===== src/hdl/mlk_pkg.sv =====
// mlk_pkg.sv
// Types, constants and the letter pattern table of the Morse letter keyer.
// No dependencies.
`default_nettype none
package mlk_pkg;

   localparam int CHAR_W        = 8;
   localparam int UNIT_W        = 24;
   localparam int DRIVE_W       = 8;
   localparam int DUR_W         = 26;
   localparam int NUM_LETTERS   = 26;
   localparam int ADDR_W        = $clog2(NUM_LETTERS);
   localparam int LEN_W         = 3;
   localparam int DASH_W        = 8;
   localparam int MAX_ELEMENTS_DEFAULT = 4;

   localparam logic [CHAR_W-1:0]  CHAR_A = 8'h41;
   localparam logic [CHAR_W-1:0]  CHAR_Z = 8'h5A;
   localparam logic [UNIT_W-1:0]  UNIT_RESET = 24'h01FFFE;

   localparam logic [DRIVE_W-1:0] DRIVE_DOT      = 8'h01;
   localparam logic [DRIVE_W-1:0] DRIVE_DASH     = 8'hFF;
   localparam logic [DRIVE_W-1:0] DRIVE_GAP      = 8'h00;
   localparam logic [DRIVE_W-1:0] DRIVE_CHAR_END = 8'h55;

   // one table entry: element count and dash mask (bit i: element i is a dash)
   typedef struct packed {
      logic [LEN_W-1:0]  len;
      logic [DASH_W-1:0] dash;
   } pattern_type;

   // pattern memory read request
   typedef struct packed {
      logic              en;
      logic [ADDR_W-1:0] addr;
   } rom_req_type;

   localparam pattern_type PAT_TABLE [NUM_LETTERS] = '{
      '{3'd2, 8'd2},  '{3'd4, 8'd1},  '{3'd4, 8'd5},  '{3'd3, 8'd1},
      '{3'd1, 8'd0},  '{3'd4, 8'd4},  '{3'd3, 8'd3},  '{3'd4, 8'd0},
      '{3'd2, 8'd0},  '{3'd4, 8'd14}, '{3'd3, 8'd5},  '{3'd4, 8'd2},
      '{3'd2, 8'd3},  '{3'd2, 8'd1},  '{3'd3, 8'd7},  '{3'd4, 8'd6},
      '{3'd4, 8'd11}, '{3'd3, 8'd2},  '{3'd3, 8'd0},  '{3'd1, 8'd1},
      '{3'd3, 8'd4},  '{3'd4, 8'd8},  '{3'd3, 8'd6},  '{3'd4, 8'd9},
      '{3'd4, 8'd13}, '{3'd4, 8'd3}
   };

endpackage
`default_nettype wire


===== src/hdl/mlk_pattern_rom.sv =====
// mlk_pattern_rom.sv
// Synchronous pattern memory with a registered read.
// Depends on mlk_pkg (pattern table and types).
`default_nettype none
module mlk_pattern_rom (
   input  wire logic                 clock,
   input  wire mlk_pkg::rom_req_type rom_req,
   output      mlk_pkg::pattern_type rom_data
);

   localparam mlk_pkg::pattern_type MEM [mlk_pkg::NUM_LETTERS] = mlk_pkg::PAT_TABLE;

   mlk_pkg::pattern_type rd_ff;

   // registered read; data holds until the next read
   always_ff @(posedge clock) begin
      if (rom_req.en) begin
         rd_ff <= MEM[rom_req.addr];
      end
   end

   assign rom_data = rd_ff;

endmodule
`default_nettype wire


===== src/hdl/mlk_sequencer.sv =====
// mlk_sequencer.sv
// Step sequencer: accepts a character, reads its pattern, emits drive steps.
// Depends on mlk_pkg; drives mlk_pattern_rom through a request struct.
`default_nettype none
module mlk_sequencer #(
   parameter int MAX_ELEMENTS = mlk_pkg::MAX_ELEMENTS_DEFAULT
) (
   input  wire logic                          clock,
   input  wire logic                          reset,
   input  wire logic                          req_tvalid,
   output      logic                          req_tready,
   input  wire logic [mlk_pkg::CHAR_W-1:0]    req_char,
   output      mlk_pkg::rom_req_type          rom_req,
   input  wire mlk_pkg::pattern_type          rom_data,
   input  wire logic [mlk_pkg::UNIT_W-1:0]    unit_ticks,
   output      logic                          rsp_valid,
   input  wire logic                          rsp_ready,
   output      logic [mlk_pkg::DRIVE_W-1:0]   rsp_drive,
   output      logic [mlk_pkg::DUR_W-1:0]     rsp_dur,
   output      logic                          rsp_last,
   output      logic                          rsp_bad
);

   localparam int CNT_W = $clog2(MAX_ELEMENTS + 1);

   typedef enum logic [2:0] {S_IDLE, S_LOOK, S_MARK, S_GAP, S_END} state_type;

   state_type                    state_ff;
   logic                         bad_ff;
   logic [CNT_W-1:0]             cnt_ff;
   logic [CNT_W-1:0]             cnt_in;
   logic [MAX_ELEMENTS-1:0]      dash_ff;
   logic                         rsp_valid_ff;
   logic [mlk_pkg::DRIVE_W-1:0]  drive_ff;
   logic [mlk_pkg::DUR_W-1:0]    dur_ff;
   logic                         last_ff;
   logic                         rsp_bad_ff;
   logic                         accept;
   logic                         is_letter;
   logic                         load;
   logic                         emit;
   logic [mlk_pkg::DUR_W-1:0]    dur1;
   logic [mlk_pkg::DUR_W-1:0]    dur2;
   logic [mlk_pkg::DUR_W-1:0]    dur3;
   logic [7:0]                   len8;

   // input handshake and letter check
   assign req_tready = (state_ff == S_IDLE);
   assign accept     = req_tvalid && req_tready;
   assign is_letter  = (req_char >= mlk_pkg::CHAR_A) && (req_char <= mlk_pkg::CHAR_Z);

   // pattern read only for letters, so the address stays in range
   assign rom_req.en   = accept && is_letter;
   assign rom_req.addr = mlk_pkg::ADDR_W'(req_char - mlk_pkg::CHAR_A);

   // element count, cut at MAX_ELEMENTS
   assign len8   = 8'(rom_data.len);
   assign cnt_in = (len8 > 8'(MAX_ELEMENTS)) ? CNT_W'(MAX_ELEMENTS) : CNT_W'(len8);

   // unit multiples: one, two and three units
   assign dur1 = mlk_pkg::DUR_W'(unit_ticks);
   assign dur2 = {dur1[mlk_pkg::DUR_W-2:0], 1'b0};
   assign dur3 = dur1 + dur2;

   // output register may take a new word when empty or being drained
   assign load = !rsp_valid_ff || rsp_ready;
   assign emit = load && ((state_ff == S_MARK) || (state_ff == S_GAP) || (state_ff == S_END));

   // sequencer and output register
   always_ff @(posedge clock) begin
      if (reset) begin
         state_ff     <= S_IDLE;
         rsp_valid_ff <= 1'b0;
      end else begin
         if (emit) begin
            rsp_valid_ff <= 1'b1;
         end else if (rsp_valid_ff && rsp_ready) begin
            rsp_valid_ff <= 1'b0;
         end
         unique case (state_ff)
            S_IDLE: begin
               if (accept) begin
                  bad_ff   <= !is_letter;
                  state_ff <= is_letter ? S_LOOK : S_END;
               end
            end
            S_LOOK: begin
               cnt_ff   <= cnt_in;
               dash_ff  <= rom_data.dash[MAX_ELEMENTS-1:0];
               state_ff <= (cnt_in == '0) ? S_END : S_MARK;
            end
            S_MARK: begin
               if (load) begin
                  drive_ff     <= dash_ff[0] ? mlk_pkg::DRIVE_DASH : mlk_pkg::DRIVE_DOT;
                  dur_ff       <= dash_ff[0] ? dur3 : dur1;
                  last_ff      <= 1'b0;
                  rsp_bad_ff   <= bad_ff;
                  state_ff     <= S_GAP;
               end
            end
            S_GAP: begin
               if (load) begin
                  drive_ff     <= mlk_pkg::DRIVE_GAP;
                  dur_ff       <= dur1;
                  last_ff      <= 1'b0;
                  rsp_bad_ff   <= bad_ff;
                  dash_ff      <= dash_ff >> 1;
                  cnt_ff       <= cnt_ff - CNT_W'(1);
                  state_ff     <= (cnt_ff == CNT_W'(1)) ? S_END : S_MARK;
               end
            end
            S_END: begin
               if (load) begin
                  drive_ff     <= mlk_pkg::DRIVE_CHAR_END;
                  dur_ff       <= dur2;
                  last_ff      <= 1'b1;
                  rsp_bad_ff   <= bad_ff;
                  state_ff     <= S_IDLE;
               end
            end
            default: begin
               state_ff <= S_IDLE;
            end
         endcase
      end
   end

   assign rsp_valid = rsp_valid_ff;
   assign rsp_drive = drive_ff;
   assign rsp_dur   = dur_ff;
   assign rsp_last  = last_ff;
   assign rsp_bad   = rsp_bad_ff;

endmodule
`default_nettype wire


===== src/hdl/morse_letter_keyer.sv =====
// morse_letter_keyer
// A character word on req_ (tdata = char_code, ASCII) starts one run of
// drive steps on rsp_. Each step carries drive_value (1 dot, 255 dash,
// 0 element gap, 85 character end) and duration_ticks, the unit count
// times one, two or three. tlast marks the closing character-end step;
// tuser flags a character outside A to Z, whose run is that step alone.
// csr_ writes unit_ticks (clock ticks per Morse unit); write it only
// while no run is in flight.
// Timing: the pattern memory is read on the accept and its data is taken
// in state S_LOOK, then one step leaves per cycle while rsp_tready does not
// stall: each element and its gap, then the closing step; a bad character
// skips the read. There is a single pattern memory read and one output
// register; a new character is taken once the closing step is loaded.
// A stalled rsp_tready holds the current step and the sequence with it.
// Reset (synchronous) empties the output register, returns to idle and
// sets unit_ticks to 131070. No memory clearing pass is needed.
// Depends on mlk_pkg, mlk_pattern_rom and mlk_sequencer.
`default_nettype none
module morse_letter_keyer #(
   parameter int MAX_ELEMENTS = mlk_pkg::MAX_ELEMENTS_DEFAULT
) (
   input  wire logic        clock,
   input  wire logic        reset,
   // input words
   input  wire logic        req_tvalid,
   output      logic        req_tready,
   input  wire logic [7:0]  req_tdata,   // [7:0] char_code
   // result words
   output      logic        rsp_tvalid,
   input  wire logic        rsp_tready,
   output      logic [39:0] rsp_tdata,   // [7:0] drive_value, [33:8] duration_ticks, pad
   output      logic        rsp_tlast,   // last_of_char
   output      logic [0:0]  rsp_tuser,   // [0] bad_char
   // unit_ticks write channel
   input  wire logic        csr_valid,
   output      logic        csr_ready,
   input  wire logic [23:0] csr_wdata
);

   localparam int PAD_W = 40 - mlk_pkg::DRIVE_W - mlk_pkg::DUR_W;

   logic [mlk_pkg::UNIT_W-1:0]  unit_ff;
   mlk_pkg::rom_req_type        rom_req;
   mlk_pkg::pattern_type        rom_data;
   logic [mlk_pkg::DRIVE_W-1:0] drive;
   logic [mlk_pkg::DUR_W-1:0]   dur;
   logic                        bad;

   // unit register, always ready
   assign csr_ready = 1'b1;
   always_ff @(posedge clock) begin
      if (reset) begin
         unit_ff <= mlk_pkg::UNIT_RESET;
      end else if (csr_valid && csr_ready) begin
         unit_ff <= csr_wdata;
      end
   end

   mlk_pattern_rom u_rom (
      .clock    (clock),
      .rom_req  (rom_req),
      .rom_data (rom_data)
   );

   mlk_sequencer #(
      .MAX_ELEMENTS (MAX_ELEMENTS)
   ) u_seq (
      .clock      (clock),
      .reset      (reset),
      .req_tvalid (req_tvalid),
      .req_tready (req_tready),
      .req_char   (req_tdata),
      .rom_req    (rom_req),
      .rom_data   (rom_data),
      .unit_ticks (unit_ff),
      .rsp_valid  (rsp_tvalid),
      .rsp_ready  (rsp_tready),
      .rsp_drive  (drive),
      .rsp_dur    (dur),
      .rsp_last   (rsp_tlast),
      .rsp_bad    (bad)
   );

   // pack result word
   assign rsp_tdata    = {{PAD_W{1'b0}}, dur, drive};
   assign rsp_tuser[0] = bad;

endmodule
`default_nettype wire


===== config.mk =====
export PLATFORM = sky130hd
export DESIGN_NAME = morse_letter_keyer
export DESIGN_NICKNAME = d
export VERILOG_FILES = /design/src/hdl/mlk_pkg.sv /design/src/hdl/mlk_pattern_rom.sv /design/src/hdl/mlk_sequencer.sv /design/src/hdl/morse_letter_keyer.sv
export SDC_FILE = /design/constraint.sdc
export NUM_CORES = 1
export LEC_CHECK = 0
export BUFFER_PORTS_ARGS = -buffer_cell sky130_fd_sc_hd__buf_2
export CAP_MARGIN = 20
export CORE_MARGIN = 1.5
export CORE_UTILIZATION = 30
export DETAILED_ROUTE_END_ITERATION = 7
export PLACE_DENSITY_LB_ADDON = 0.3
export SLEW_MARGIN = 20
export SYNTH_ARGS = -nofsm -noshare
export SYNTH_HDL_FRONTEND = slang
export SYNTH_HIERARCHICAL = 1
export SYNTH_SLANG_ARGS = --single-unit
export TNS_END_PERCENT = 5

===== constraint.sdc =====
create_clock -name clock -period 4.1 [get_ports clock]
set_clock_uncertainty 0.1 [all_clocks]
set_input_delay 0.205 -clock clock [delete_from_list [all_inputs] [get_ports clock]]
set_output_delay 0.205 -clock clock [all_outputs]
set_load 0.005 [all_outputs]

* Yosys cells after proc, flatten, opt, wreduce, memory -nomap -nowiden
Memory sizes are Yosys's and may differ from the RTL's. A register that Yosys moved wholly into a read port is not among the register bits.
Index checks and enable logic that the tools add are counted.
** Storage, ports and cells
- Bits in read-only memories :: 352
- Register bits :: 72
- Word-level logic and storage cells :: 81
- Input port bits :: 37
- Output and inout port bits :: 45
- Memories kept :: 1
** Memories
- (no name shown) :: words 32, bits a word 11, read ports 1, clocked after Yosys merged registers in 1, write ports 0, RTL line mlk_pattern_rom.sv:18 : rd_ff <= MEM[rom_req.addr];
** Operators by class
- Bitwise logic cells :: 2
- Reductions and logical operators :: 24
- Add/subtract/negate cells :: 3
- Magnitude comparators :: 3
- Mux-type cells :: 28
- Eq/ne operators :: 10
** Operators by type and width (count)
- 26-bit two-way mux :: 4
- 26-bit one-hot mux with 3 select lines :: 1
- 8-bit two-way mux :: 4
- 3-bit two-way mux :: 9
- 24-bit by 25-bit adder with 26-bit output :: 1
- 8-bit one-hot mux with 3 select lines :: 1
- 3-bit one-hot mux with 5 select lines :: 1
- 3-bit AND reduction :: 3
- 8-bit by 7-bit greater-or-equal comparator with 1-bit output, second input constant :: 1
- 8-bit by 7-bit less-or-equal comparator with 1-bit output, second input constant :: 1
- 2-bit by 1-bit inequality test with 1-bit output, second input constant :: 4
- 4-bit one-hot mux with 2 select lines :: 1
- 4-bit AND reduction :: 2
- 3-bit by 1-bit equality test with 1-bit output, second input constant :: 2
- 3-bit by 2-bit equality test with 1-bit output, second input constant :: 2
- 3-bit zero test :: 2
- 5-bit NOT with 6-bit output :: 1
- 3-bit one-hot mux with 2 select lines :: 1
- 2-bit nonzero test :: 3
- 1-bit logical AND :: 5
- 5-bit AND reduction :: 1
- 5-bit by 1-bit subtractor with 5-bit output, second input constant :: 1
- 1-bit two-way mux :: 4
- 4-bit two-way mux :: 1
- 11 further kinds :: 14

* Logic depth before layout (Yosys ltp)
Gate-level depths: netlist (run 1).
- Depth in word-level cells :: 5
- Gate-level depth with buffers :: 10
- Gate-level depth less buffers :: 8

* Cells and area by module
The synthesis (run 1) kept the hierarchy.
** Modules (own cells, without submodules)
- mlk_sequencer :: area each 3634.7 µm², cells an instance 400, sequential area each 1251.2 µm², times used 1
- morse_letter_keyer :: area each 950.9 µm², cells an instance 87, sequential area each 480.5 µm², times used 1
- mlk_pattern_rom :: area each 720.7 µm², cells an instance 76, sequential area each 210.2 µm², times used 1

* Least setup slack after synthesis (run 1)
Ideal clock, no wire load.
- Path kind :: reg-to-reg
- Start point :: register u_seq.state_ff[2]
- End point :: register u_seq.drive_ff, in the netlist u_seq/rsp_drive[0] (enable)
- Arrival :: 3.067 ns
- Buffers on the path :: 2
- Period minus slack after synthesis :: 3.618 ns
- Path slack :: 0.482 ns
- Setup time :: 0.451 ns
- Data required time :: 3.549 ns
- Stages on the path, launching flop included :: 7
- Cells stage by stage :: dfxtp_1 buf_4 or3b_1 buf_6 inv_2 a21oi_2 nor3_1
** On the way
- Longest elaborated chain between the ends :: 3
- Elaborated cells on any way between the ends :: 8
- Classes of those cells :: eq/ne (6); reduce/logical (2)
** Ends and longest elaborated chain
- start, declared :: RTL line mlk_sequencer.sv:28 : state_type state_ff;
- start signal, assigned :: RTL line mlk_sequencer.sv:84 : state_ff <= is_letter ? S_LOOK : S_END;
- start signal, assigned :: RTL line mlk_sequencer.sv:90 : state_ff <= (cnt_in == '0) ? S_END : S_MARK;
- start signal, assigned :: RTL line mlk_sequencer.sv:109 : state_ff <= (cnt_ff == CNT_W'(1)) ? S_END : S_MARK;
- 3-bit by 2-bit equality test with 1-bit output / 3-bit equality test (equally long branches) :: RTL line mlk_sequencer.sv:80 : unique case (state_ff)
- 2-bit by 1-bit inequality test with 1-bit output (no line) / 3-bit nonzero test (equally long branches)
- 5-bit AND reduction (no line) (*)
- end signal, assigned :: RTL line mlk_sequencer.sv:94 : drive_ff <= dash_ff[0] ? mlk_pkg::DRIVE_DASH : mlk_pkg::DRIVE_DOT;
- end signal, assigned :: RTL line mlk_sequencer.sv:103 : drive_ff <= mlk_pkg::DRIVE_GAP;
- end signal, assigned :: RTL line mlk_sequencer.sv:114 : drive_ff <= mlk_pkg::DRIVE_CHAR_END;
- end, declared :: RTL line mlk_sequencer.sv:34 : logic [mlk_pkg::DRIVE_W-1:0] drive_ff;
Mark *: on every way between the ends. The rest lies on a longest branch, timed or not.
A chain may end at the register's enable or synchronous reset.

* Worst setup path in the final report (run 1)
- Start point :: register unit_ff[1] (netlist name)
- End point :: register u_seq.dur_ff, in the netlist u_seq/rsp_dur[23], data pin
** On the way
- Longest elaborated chain between the ends :: 4
** Ends and longest elaborated chain
- start, declared :: RTL line morse_letter_keyer.sv:42 : logic [mlk_pkg::UNIT_W-1:0] unit_ff;
- start signal, assigned :: RTL line morse_letter_keyer.sv:53 : unit_ff <= mlk_pkg::UNIT_RESET;
- start signal, assigned :: RTL line morse_letter_keyer.sv:55 : unit_ff <= csr_wdata;
- 24-bit by 25-bit adder with 26-bit output :: RTL line mlk_sequencer.sv:63 : assign dur3 = dur1 + dur2;
- 26-bit two-way mux :: RTL line mlk_sequencer.sv:95 : dur_ff <= dash_ff[0] ? dur3 : dur1;
- 26-bit two-way mux :: RTL line mlk_sequencer.sv:93 : if (load) begin
- 26-bit one-hot mux with 3 select lines :: RTL line mlk_sequencer.sv:80
- end signal, assigned :: RTL line mlk_sequencer.sv:95
- end signal, assigned :: RTL line mlk_sequencer.sv:104 : dur_ff <= dur1;
- end signal, assigned :: RTL line mlk_sequencer.sv:115 : dur_ff <= dur2;
- end, declared :: RTL line mlk_sequencer.sv:35 : logic [mlk_pkg::DUR_W-1:0] dur_ff;
No other way between the ends. The select of a mux whose other input is x is not followed.

==> results of run 1 <==
==> area by class of cell <==
type | instances | area, um^2
Inverter | 25 | 96.34
Clock inverter | 4 | 48.80
Tap cell | 225 | 281.5
Clock buffer | 12 | 267.8
Fill cell | 1726 | 11060
Multi-Input combinational cell | 417 | 2944
Sequential cell | 74 | 1942
Timing Repair Buffer | 98 | 598.1
==> flip-flops by register name, indices dropped and copies added (netlist names) <==
name and count:
u_rom/rom_data 7, u_seq/dash_ff 4, u_seq/bad_ff 1, unit_ff 24
u_seq/rsp_drive 3, u_seq/cnt_ff 3, u_seq/rsp_dur 26, u_seq/rsp_valid 1
u_seq/rsp_bad 1, u_seq/state_ff 3, u_seq/rsp_last 1
==> worst paths after layout <==
check,startpoint,to,slack (ns),cells past startpoint
setup / recovery,unit_ff[1],u_seq/rsp_dur[23],1.19,8
hold / removal,csr_wdata[23],unit_ff[23],0.007,3
setup reg to reg,unit_ff[1],u_seq/rsp_dur[23],1.19,8
hold reg to reg,u_seq/bad_ff,u_seq/rsp_bad,0.34,0
==> routing by layer <==
layer / GRT usage [%] / part of all wire, % / vias up
met5: 0 / 0 / -
met4: 5.078 / 1.5 / 0
met3: 2.469 / 5.0 / 11
met2: 24.65 / 47 / 135
met1: 20.10 / 47 / 2131
li1: - / - / 2212
==> power groups by stage <==
stage                     Combinational (uW)  Sequential [uW]  Clock (uW)
after global placement                   572              908           0
after floorplan                          445              901           0
after CTS                                597              895         850
after detailed placement                 580              911           0
final                                    598              895         831
after global routing                     666              901         882
==> worst max-delay path, delay by kind of cell, from the launching register on <==
kind | cells | cell delay (ns)
AOI/OAI and AO/OA | 4 | 1.50
adders and majority gates | 2 | 0.48
and+or+nand+nor | 2 | 0.13
DFF | 1 | 0.44
==> what timing repair did <==
item | in CTS | in global routing
setup buffers | 0 | 0
hold buffers | 19 | 0
endpoints found under the hold margin | 19 | 0
==> through the flow <==
stage / instance area (um^2) / cells / utilization (%) / power (uW)
finish: 6178 / 855 / 35.84 / 2324
global route: 6178 / 855 / 35.84 / 2449
CTS: 6178 / 855 / 35.84 / 2342
detailed placement: 5672 / 820 / 32.91 / 1491
global placement: 5672 / 820 / 32.91 / 1480
floorplan: 5291 / 563 / - / 1346
==> load_flow_metrics.sql, run 1 <==
INSERT INTO impl_metrics (metric_group, metric, value, unit) VALUES
('outcome', 'outcome', 'finished clean', ''),
('sta', 'totalNegativeSetupSlack', '0', 'ns'),
('critical_path', 'slowest_stage', 'sky130_fd_sc_hd__a221oi_1', ''),
('critical_path', 'worst_ep_required_time', '4.09', 'ns'),
('worst_hold_path', 'hold_path.class', 'in2reg', ''),
('finish', 'n_antenna_cell', '0', ''),
('clocking', 'clk_pin_slew_worst_paths', '0.06', 'ns'),
('pwr', 'switching_share', '30.03', '%'),
('clocking', 'ctsResizeCount', '0', ''),
('pwr', 'power.static_leakage', '0.002541', 'uW'),
('sta', 'finalHoldViolations', '0', ''),
('placed_design', 'dpl_worst_slack', '1.245', 'ns'),
('critical_path', 'worst_setup_path_start_kind', 'flip-flop', ''),
('critical_path', 'critical_path.most_common_cell', 'sky130_fd_sc_hd__nand2_1', ''),
('floorplanning', 'core-area', '0.01724', 'mm^2'),
('clocking', 'cts.htree.levels', '3', ''),
('clocking', 'clkSinkCount', '74', ''),
('pwr', 'clock_power_share', '35.8', '%'),
('synthesis', 'synth_warnings', '6', ''),
('sta', 'report.final.setup_viol', '0', ''),
('clocking', 'clk_latency', '0.34', 'ns'),
('finish', 'layout-drive-gt1-share', '17.62', '%'),
('critical_path', 'worst-path-max-fanout', '6', ''),
('placed_design', 'port_buffers', '74', ''),
('job', 'max_cap_viol_count', '0', ''),
('critical_path', 'timing.critical_path.slowest_cell_delay', '0.82', 'ns'),
('floorplanning', 'die-height', '135.6', 'um'),
('critical_path', 'setup.worst_path.class', 'reg2reg', ''),
('clocking', 'cts_tree', 'yes', ''),
('pwr', 'p_switching', '697.9', 'uW'),
('detailed_routing', 'routed_wire_length_per_instance', '15.69', 'um'),
('critical_path', 'arrival_time_at_the_worst_endpoint', '2.90', 'ns'),
('finish', 'design.final.nets', '699', ''),
('detailed_routing', 'firstDrtPassIters', '6', ''),
('sta', 'layout_min_cycle_time', '2.905', 'ns'),
('sta', 'final_min_period_over_clock_period', '70.86', '%'),
('grt', 'grt_pass1_wl', '21870', 'um'),
('synthesis', 'synthesis.area', '0.005273', 'mm^2'),
('floorplanning', 'initial_core_util', '30.59', '%'),
('pwr', 'vdd_ir_drop_max', '215.9', 'uV'),
('floorplanning', 'floorplan.io_pins', '82', ''),
('sta', 'fmax', '344.2', 'MHz'),
('detailed_routing', 'drt_wl_total', '13420', 'um'),
('grt', 'overflow', '0', ''),
('grt', 'via_count_of_the_first_global_routing_pass', '4265', ''),
('pwr', 'pwr_density_cell', '376.1', 'mW/mm^2'),
('sta', 'timing.max_slew.rel_slack', '35.61', '%'),
('pwr', 'sequentialPowerShare', '38.5', '%'),
('critical_path', 'worst_setup_path_end_kind', 'flip-flop', ''),
('detailed_routing', 'vias', '4489', ''),
('pwr', 'relative_contribution_of_combinational_cells_to_total_power', '25.7', '%'),
('placed_design', 'hpwl', '9720', 'um'),
('sta', 'timing.hold.ws', '0.006904', 'ns'),
('finish', 'most-common-layout-cells', 'sky130_fd_sc_hd__buf_2, sky130_fd_sc_hd__edfxtp_1, sky130_fd_sc_hd__nand2_1, sky130_fd_sc_hd__ha_1', ''),
('floorplanning', 'num_rows', '48', ''),
('grt', 'grt_antenna_before_repair', '0', ''),
('sta', 'max_slew.worst_pin.slew', '0.9659', 'ns'),
('clocking', 'clk_path_buf_depth', '2', ''),
('sta', 'final-max-slew-violation-count', '0', ''),
('synthesis', 'postSynthCellCount', '558', ''),
('detailed_routing', 'drc', '0', ''),
('placed_design', 'gp_congestion', '0.8410', ''),
('critical_path', 'chain_of_cells_forming_the_critical_path', 'ha_1 -> fa_1 -> a21oi_1 -> o211ai_1 -> nand2_1 -> a221oi_1 -> o211a_1 -> nand2_1', ''),
('sta', 'post-route-worst-setup-slack', '1.195', 'ns'),
('detailed_routing', 'route.detailed.vias_per_inst', '5.250', ''),
('clocking', 'tritoncts.num_buffers', '9', ''),
('floorplanning', 'floorplan.die_area', '0.01838', 'mm^2'),
('sta', 'grt_setup_unrepaired', 'false', ''),
('clocking', 'clk_root_buffer_cell', 'sky130_fd_sc_hd__clkbuf_16', ''),
('finish', 'mostFrequentLayoutCell', 'sky130_fd_sc_hd__buf_2', ''),
('synthesis', 'avgSynthCellArea', '9.449', 'um^2'),
('grt', 'globalRouteTotalUtil', '15.06', '%'),
('grt', 'grt_start_max_net_pins', '41', ''),
('detailed_routing', 'drtAntennaViolNets', '0', ''),
('finish', 'area_growth', '17.18', '%'),
('pwr', 'cell_internal_pwr', '1626', 'uW'),
('detailed_routing', 'iteration_0_drc_count_of_the_detailed_router', '275', ''),
('floorplanning', 'die_width', '135.6', 'um');
(Power assumes the default switching activity.)
==> inputs of run 2 (changes only) <==
- clock period: 4.1 -> 2.7 ns (I/O delays scaled with it)
==> load_flow_metrics.sql, run 2 (synthesized netlist as in run 1, its figures left out) <==
INSERT INTO impl_metrics (metric_group, metric, value, unit) VALUES
('outcome', 'outcome', 'finished clean', ''),
('sta', 'timing.max_slew.rel_slack', '45.17', '%'),
('sta', 'fmax', '386.4', 'MHz'),
('worst_hold_path', 'hold_path.class', 'in2reg', ''),
('pwr', 'power.static_leakage', '0.002625', 'uW'),
('sta', 'layout_min_cycle_time', '2.588', 'ns'),
('clocking', 'clk_pin_slew_worst_paths', '0.05', 'ns'),
('finish', 'n_antenna_cell', '0', ''),
('finish', 'mostFrequentLayoutCell', 'sky130_fd_sc_hd__buf_2', ''),
('grt', 'grt_antenna_before_repair', '0', ''),
('detailed_routing', 'firstDrtPassIters', '7', ''),
('pwr', 'switching_share', '30.42', '%'),
('detailed_routing', 'drc', '0', ''),
('clocking', 'clk_path_buf_depth', '2', ''),
('floorplanning', 'floorplan.io_pins', '82', ''),
('detailed_routing', 'vias', '4490', ''),
('placed_design', 'gp_congestion', '0.8859', ''),
('critical_path', 'worst_setup_path_end_kind', 'flip-flop', ''),
('pwr', 'p_total', '3399', 'uW'),
('detailed_routing', 'drtAntennaViolNets', '0', ''),
('pwr', 'p_switching', '1034', 'uW'),
('critical_path', 'worst_setup_path_start_kind', 'flip-flop', ''),
('sta', 'grt_setup_unrepaired', 'true', ''),
('detailed_routing', 'iteration_0_drc_count_of_the_detailed_router', '343', ''),
('grt', 'globalRouteTotalUtil', '14.69', '%'),
('clocking', 'post_cts.repair.setup_buffers', '0', ''),
('grt', 'grt_pass1_wl', '21470', 'um'),
('critical_path', 'worst-path-max-fanout', '5', ''),
('pwr', 'sequentialPowerShare', '39.8', '%'),
('detailed_routing', 'routed_wire_length_per_instance', '14.85', 'um'),
('grt', 'grt_start_max_net_pins', '41', ''),
('clocking', 'clk_root_buffer_cell', 'sky130_fd_sc_hd__clkbuf_16', ''),
('critical_path', 'setup.worst_path.class', 'reg2reg', ''),
('placed_design', 'place.detailed.instances', '838', ''),
('finish', 'design.final.nets', '722', ''),
('clocking', 'clk_latency', '0.34', 'ns'),
('critical_path', 'arrival_time_at_the_worst_endpoint', '2.56', 'ns'),
('pwr', 'pwr_density_cell', '534.5', 'mW/mm^2'),
('pwr', 'vdd_ir_drop_max', '302.7', 'uV'),
('floorplanning', 'die_width', '135.6', 'um'),
('pwr', 'relative_contribution_of_combinational_cells_to_total_power', '28.4', '%'),
('critical_path', 'worst_ep_required_time', '2.67', 'ns'),
('detailed_routing', 'total_routed_wire_length_on_the_met1_layer', '5969', 'um'),
('clocking', 'clkSinkCount', '74', ''),
('detailed_routing', 'drt_wl_total', '13040', 'um'),
('pwr', 'clock_power_share', '31.8', '%'),
('sta', 'max_slew.worst_pin.slew', '0.8196', 'ns'),
('clocking', 'tritoncts.num_buffers', '9', ''),
('floorplanning', 'initial_core_util', '30.59', '%'),
('finish', 'most-common-layout-cells', 'sky130_fd_sc_hd__buf_2, sky130_fd_sc_hd__edfxtp_1, sky130_fd_sc_hd__nand2_1, sky130_fd_sc_hd__ha_1, sky130_fd_sc_hd__o21ai_0', ''),
('finish', 'layout-drive-gt1-share', '19.91', '%'),
('sta', 'final_min_period_over_clock_period', '95.86', '%'),
('grt', 'via_count_of_the_first_global_routing_pass', '4458', ''),
('placed_design', 'hpwl', '9724', 'um'),
('sta', 'final-max-slew-violation-count', '0', ''),
('detailed_routing', 'wl_met2', '6258', 'um'),
('pwr', 'cell_internal_pwr', '2365', 'uW'),
('sta', 'report.final.setup_viol', '0', ''),
('sta', 'finalHoldViolations', '0', ''),
('floorplanning', 'num_rows', '48', ''),
('floorplanning', 'floorplan.die_area', '0.01838', 'mm^2'),
('placed_design', 'port_buffers', '74', ''),
('sta', 'totalNegativeSetupSlack', '0', 'ns'),
('floorplanning', 'die-height', '135.6', 'um'),
('clocking', 'cts_tree', 'yes', ''),
('finish', 'final-instance-count-excl-fill', '878', ''),
('finish', 'largest_reg_flops', '26', ''),
('detailed_routing', 'met3RoutedLength', '582', 'um'),
('detailed_routing', 'route.detailed.vias_per_inst', '5.114', ''),
('clocking', 'cts.htree.levels', '3', ''),
('job', 'max_cap_viol_count', '0', ''),
('finish', 'area_growth', '20.60', '%'),
('finish', 'fin_util', '36.89', '%'),
('detailed_routing', 'routed.top_layer', 'met4', ''),
('floorplanning', 'core-area', '0.01724', 'mm^2'),
('grt', 'overflow', '0', '');
==> run 2: changes by cell type in the layout (fill, tap and decap cells not counted), sizes merged <==
cell | previous run | this run
clkbuf | 12 | 15
clkinv | 3 | 1
bufinv | 1 | 0
buf | 79 | 97
dlygate4sd3 | 19 | 24
==> run 2: per-layer routing <==
layer,track usage (%),vias to the layer above
met2,24.90,110
met5,0,-
met1,18.32,2112
li1,-,2251
met3,2.881,17
met4,5.735,0
==> run 2: timing repair <==
item | CTS | global route
setup endpoints to repair | 2 | 5
hold endpoints to repair | 24 | 0
gates resized for setup | 1 | 6
hold buffers | 24 | 0
==> run 2: area by class of cell <==
cell class	count	area, um^2
clock inverter	1	5.005
tap	225	281.5
multi-input combinational	417	2980
timing repair buffer	121	795.8
clock buffer	15	257.7
fill	1747	10880
sequential	74	1942
inverter	25	96.34
==> run 2: stage by stage <==
step	worst slack [ns]	instance area, um^2	hold WS (ns)
6_report	0.1118	6359	0.07427
5_1_grt	-0.03897	6359	0.07944
2_1_floorplan	0.2816	5303	0.1336
4_1_cts	0.04082	6335	0.05097
3_5_place_dp	-0.003369	5826	0.2466
3_3_place_gp	0.04036	5826	0.2404
==> run 2: worst paths after layout <==
kind / start / end / slack (ns) / depth (start not counted)
max: unit_ff[1] / u_seq/rsp_dur[20] / 0.11 / 8
max reg2reg: unit_ff[1] / u_seq/rsp_dur[20] / 0.11 / 8
min: rsp_tready / u_seq/state_ff[2] / 0.07 / 3
min reg2reg: u_seq/bad_ff / u_seq/rsp_bad / 0.33 / 0
==> run 2: power by group through the flow <==
stage          Clock, uW  Combinational, uW  Sequential (uW)
2_1_floorplan          0                679             1370
3_3_place_gp           0                912             1380
3_5_place_dp           0                920             1380
4_1_cts             1120                954             1350
5_1_grt             1150               1070             1360
6_report            1080                964             1350
==> run 2: critical path, stage by stage (launching register included) <==
cell                       delay, ns
sky130_fd_sc_hd__dfxtp_1        0.31
sky130_fd_sc_hd__buf_4          0.15
sky130_fd_sc_hd__ha_1           0.30
sky130_fd_sc_hd__a211oi_1       0.33
sky130_fd_sc_hd__o211ai_1       0.24
sky130_fd_sc_hd__a31o_2         0.35
sky130_fd_sc_hd__o211ai_1       0.23
sky130_fd_sc_hd__mux2i_1        0.21
sky130_fd_sc_hd__nand2_1        0.09
